### src/sv/fwls_pkg.sv
`timescale 1ns / 1ps
`default_nettype none

package fwls_pkg;

    // Fixed widths of the request and result fields.
    localparam int LEN_W       = 16;
    localparam int STATUS_W    = 2;
    localparam int COUNT_OUT_W = 9;
    localparam int SUM_W       = 24;

    // Stream payload widths (fields packed from bit 0, padded to bytes).
    localparam int IN_DATA_W  = 16;
    localparam int IN_USER_W  = 1;
    localparam int OUT_DATA_W = 88;
    localparam int OUT_USER_W = STATUS_W;

    // Operation codes.
    localparam logic OP_ENQ = 1'b0;
    localparam logic OP_DEQ = 1'b1;

    // Result status codes.
    localparam logic [STATUS_W-1:0] STAT_OK    = 2'd0;
    localparam logic [STATUS_W-1:0] STAT_EMPTY = 2'd1;
    localparam logic [STATUS_W-1:0] STAT_FULL  = 2'd2;

    // Controller states.
    typedef enum logic [2:0] {
        S_IDLE,
        S_EXEC,
        S_DEQ,
        S_START,
        S_SCAN,
        S_DRAIN,
        S_DONE
    } t_state;

    // Commands from the controller to the datapath.
    typedef struct packed {
        logic load;        // capture the accepted request
        logic exec;        // apply an enqueue, or set the status
        logic head_rd;     // read the oldest entry
        logic deq_commit;  // retire the oldest entry
        logic scan_init;   // start a min/max scan at the head
        logic scan_rd;     // read the next entry of the scan
        logic out_load;    // load the result register
    } t_dp_cmd;

    // Status from the datapath to the controller.
    typedef struct packed {
        logic op_deq;
        logic empty;
        logic scan_last;
        logic out_free;
    } t_dp_sts;

endpackage

`default_nettype wire

### src/sv/fwls_ctrl.sv
`timescale 1ns / 1ps
`default_nettype none

module fwls_ctrl
    import fwls_pkg::*;
(
    input  wire logic    i_clk,
    input  wire logic    i_rst_n,
    input  wire logic    i_req_valid,
    output logic         o_req_ready,
    input  wire t_dp_sts i_sts,
    output t_dp_cmd      o_cmd
);

    t_state r_state;
    t_state n_state;

    // State register.
    always_ff @(posedge i_clk) begin
        if (!i_rst_n) begin
            r_state <= S_IDLE;
        end else begin
            r_state <= n_state;
        end
    end

    // Next state.
    always_comb begin
        n_state = r_state;
        case (r_state)
            S_IDLE: begin
                if (i_req_valid) begin
                    n_state = S_EXEC;
                end
            end
            S_EXEC: begin
                if (i_sts.op_deq && !i_sts.empty) begin
                    n_state = S_DEQ;
                end else begin
                    n_state = S_START;
                end
            end
            S_DEQ: begin
                n_state = S_START;
            end
            S_START: begin
                if (i_sts.empty) begin
                    n_state = S_DONE;
                end else begin
                    n_state = S_SCAN;
                end
            end
            S_SCAN: begin
                if (i_sts.scan_last) begin
                    n_state = S_DRAIN;
                end
            end
            S_DRAIN: begin
                n_state = S_DONE;
            end
            S_DONE: begin
                if (i_sts.out_free) begin
                    n_state = S_IDLE;
                end
            end
            default: begin
                n_state = S_IDLE;
            end
        endcase
    end

    // Outputs.
    always_comb begin
        o_cmd       = '0;
        o_req_ready = 1'b0;
        case (r_state)
            S_IDLE: begin
                o_req_ready = 1'b1;
                o_cmd.load  = i_req_valid;
            end
            S_EXEC: begin
                o_cmd.exec    = 1'b1;
                o_cmd.head_rd = i_sts.op_deq && !i_sts.empty;
            end
            S_DEQ: begin
                o_cmd.deq_commit = 1'b1;
            end
            S_START: begin
                o_cmd.scan_init = 1'b1;
            end
            S_SCAN: begin
                o_cmd.scan_rd = 1'b1;
            end
            S_DRAIN: begin
                o_cmd = '0;
            end
            S_DONE: begin
                o_cmd.out_load = i_sts.out_free;
            end
            default: begin
                o_cmd = '0;
            end
        endcase
    end

    // A scan never starts on an empty queue.
    a_scan_nonempty: assert property (@(posedge i_clk) disable iff (!i_rst_n)
        (r_state == S_START && i_sts.empty) |=> (r_state == S_DONE))
        else $error("scan entered with an empty queue");

    // A result is loaded only from the done state.
    a_load_done: assert property (@(posedge i_clk) disable iff (!i_rst_n)
        o_cmd.out_load |-> (r_state == S_DONE))
        else $error("result loaded outside the done state");

    // The queue is touched only after a request was captured.
    a_exec_after_load: assert property (@(posedge i_clk) disable iff (!i_rst_n)
        o_cmd.exec |-> $past(o_cmd.load))
        else $error("request executed without being captured");

endmodule

`default_nettype wire

### config.mk
export PLATFORM = sky130hd
export DESIGN_NAME = fwls_ctrl
export DESIGN_NICKNAME = d
export VERILOG_FILES = /design/src/sv/fwls_pkg.sv /design/src/sv/fwls_ctrl.sv
export SDC_FILE = /design/constraint.sdc
export NUM_CORES = 1
export LEC_CHECK = 0
export CORE_AREA = 4 4 41 43
export DETAILED_ROUTE_END_ITERATION = 12
export DIE_AREA = 0 0 45 47
export DONT_BUFFER_PORTS = 1
export MAX_ROUTING_LAYER = met4
export SLEW_MARGIN = 20
export SYNTH_ARGS = -nofsm -noshare
export SYNTH_HDL_FRONTEND = slang
export SYNTH_SLANG_ARGS = --single-unit
### constraint.sdc
create_clock -name i_clk -period 1.1 [get_ports i_clk]
set_input_delay 0.22 -clock i_clk [delete_from_list [all_inputs] [get_ports i_clk]]
set_output_delay 0.22 -clock i_clk [all_outputs]
set_load 0.03 [all_outputs]
==> results.py <==
metrics = {
    "sta": {
        "setup_total_negative_slack_ps": -1570,
        "worst_slack_ps": -236,
        "finalCritPeriodShare_pct": 121,
        "slew-limit-headroom_pct": 85.2,
        "period_needed_ps": 1340,
        "worst_setup_skew_after_layout_ps": 1.34,
        "achievable_frequency_mhz": 749,
        "timing_worst_slew_pin_value_ps": 220,
        "count_of_endpoints_failing_setup_in_the_final_report": 9,
        "finalHoldViolCount": 0,
        "final-max-slew-violation-count": 0,
        "rsz0062_at_grt": "yes",
    },
    "global_routing": {
        "global_route_congestion_overflow_total": 0,
        "gr_usage_total_pct": 7.50,
        "wire_length_of_the_first_global_routing_pass_mm": 1.08,
        "grt_max_degree": 10,
        "grt_pass1_vias": 279,
        "antenna_violations_before_repair": 0,
    },
    "clocking": {
        "clk_path_buf_depth": 2,
        "worstSkewPairLatency_ps": 230,
        "clkTransAtPathRegs_ps": 40,
        "cts_num_sinks": 3,
        "tritoncts.num_buffers": 3,
        "cts_max_level": 1,
        "clock-root-buffer": "sky130_fd_sc_hd__clkbuf_4",
        "tritoncts_clock_tree": "built",
        "count_of_hold_fix_buffers_inserted_at_cts": 0,
    },
    "floorplanning": {
        "placeableCoreArea_sq_um": 1300,
        "floorplan.die_area_sq_um": 2120,
        "ios": 15,
        "floorplan.initialDensity_pct": 17.2,
        "floorplan.die.height_um": 47,
        "floorplan_die_width_um": 45,
        "rows": 13,
    },
    "final_layout": {
        "area.sequential_sq_um": 71.3,
        "nNetsFinal": 53,
        "drive_gt1_share_pct": 77.8,
        "number_of_flip_flops_under_the_largest_register_name": 3,
        "area_delta_synth_final_pct": 106,
        "mostFrequentLayoutCell": "sky130_fd_sc_hd__buf_4",
        "most-common-layout-cells": "sky130_fd_sc_hd__buf_4, sky130_fd_sc_hd__buf_6, sky130_fd_sc_hd__clkbuf_4, sky130_fd_sc_hd__dfxtp_4",
        "instances_no_fill": 60,
        "registers.top_by_ff_count": "r_state",
        "antenna_cells_inserted": 0,
        "fillers": 148,
        "multiInputGateArea_sq_um": 175,
        "leading_registers_by_flop_count": "r_state (3)",
    },
    "synth": {
        "synth_xor_xnor_area_share_pct": 0,
        "number_of_instances_in_the_synthesized_netlist": 26,
        "mux_share_of_post_synthesis_cell_area_pct": 0,
        "post_synth_fa_ha_maj_area_fraction_pct": 0,
        "synth.ff_latch_count": 3,
        "synth_compound_gate_area_share_pct": 24.0,
        "combinational_family_with_the_most_area_after_synthesis": "simple AND/OR/NAND/NOR gates",
        "yosysWarnings": 0,
        "synth.net_count": 33,
        "synth_seq_area_share_pct": 26.8,
        "post_synth.cell_area_avg_sq_um": 8.61,
        "yosys.area_share.simple_pct": 38.5,
        "cell_area_after_technology_mapping_sq_um": 224,
        "synth.distinct_cells": 20,
    },
    "drt": {
        "detailroute.via_count": 268,
        "route.final.wire_length_um": 700,
        "avgViaCountPerCell": 4.47,
        "antenna_left": 0,
        "remaining_drc_errors": 0,
        "initialDrtViolationCount": 3,
        "drt_pre_antenna_iters": 4,
        "wl_per_cell_um": 11.7,
    },
    "power": {
        "power-per-cell-area_nw_per_um2": 1820,
        "peak_supply_drop_uv": 769,
        "cellLeakagePower_nw": 0.199,
    },
    "outcome": {
        "failing_checks": "setup timing",
        "run_status": "finished, violations left",
    },
    "critical_path": {
        "cp-end-kind": "output pin",
        "crit_path_start_kind": "register",
        "cp_data_required_time_ps": 880,
        "worstPathArrival_ps": 1120,
        "worst-path-max-fanout": 3,
        "critical_path_class": "register to output pin",
    },
    "job": {
        "max_cap_viol_count": 0,
    },
    "placed_design": {
        "place_congestion": 0.712,
        "port-buffer-count": 0,
        "placedCellCount": 48,
        "post-dp-hpwl_um": 475,
    },
    "worst_hold_path": {
        "timing.hold.worst.class": "input port to register",
    },
}
routing by layer:
metal | global-route usage (%) | vias to the layer above | part of all wire, %
met5 | - | - | 0
met4 | 3.51 | 0 | 0
met3 | 4.98 | 0 | 10
met2 | 11.0 | 11 | 52
met1 | 7.73 | 124 | 38
li1 | - | 133 | -
what timing repair did:
action	in CTS	in global routing
pin swaps	4	2
setup endpoints to repair	10	10
buffers inserted	6	2
gates cloned	0	0
resized for setup	11	2
metrics by stage:
stage / hold slack [ps] / setup slack [ps] / util, % / power, mW / cell area (sq um)
2_1_floorplan: 348 / -243 / - / 0.415 / 258
3_3_place_gp: 352 / -72.8 / 26.2 / 0.519 / 340
3_5_place_dp: 358 / -67.8 / 26.2 / 0.520 / 340
4_1_cts: 112 / -244 / 33.8 / 0.816 / 439
5_1_grt: 118 / -288 / 35.4 / 0.898 / 460
6_report: 115 / -236 / 35.4 / 0.837 / 460
worst paths after layout:
check             slack [ps]  cells after the start        from    endpoint
setup / recovery        -240                      3  r_state[2]    o_cmd[4]
hold / removal           120                      1     i_rst_n  r_state[2]
setup reg to reg         -40                      5  r_state[1]  r_state[0]
hold reg to reg          590                      2  r_state[0]  r_state[0]
synthesized netlist by cell type, drive strengths merged:
cell type / count / area share (%)
o21ai: 3 / 6.7
and4: 1 / 4.5
a32o: 1 / 4.5
nor2: 1 / 1.7
a21oi: 2 / 4.5
dfxtp: 3 / 27
nor2b: 1 / 2.8
inv: 2 / 3.3
o221a: 1 / 5.0
and3b: 1 / 4.5
a21boi: 1 / 3.4
nor3b: 2 / 6.7
and3: 1 / 2.8
and2: 1 / 2.8
nor3: 2 / 9.5
buf: 2 / 7.3
nand3b: 1 / 3.4
worst max-delay path: stages, from the launching register on:
cell and delay (ps):
sky130_fd_sc_hd__dfxtp_4 350, sky130_fd_sc_hd__buf_12 120, sky130_fd_sc_hd__nor3_4 140, sky130_fd_sc_hd__and3_4 270
final cells by class:
class                      count  share of cell area, %
multi-input combinational     19                   38.0
tap                           15                   4.08
timing repair buffer          17                   34.5
inverter                       2                   2.17
sequential                     3                   15.5
clock buffer                   4                   5.71
report_power, final:
part | internal (mW) | switching, mW
clock network | 0.136 | 0.0603
logic | 0.252 | 0.213
registers | 0.136 | 0.0395
logic make-up after synthesis:
logic type / after synthesis
compound gates: 8
simple gates: 11
flops: 3
buf+inv: 4
Note: power is estimated with default switching activity, not from simulation.
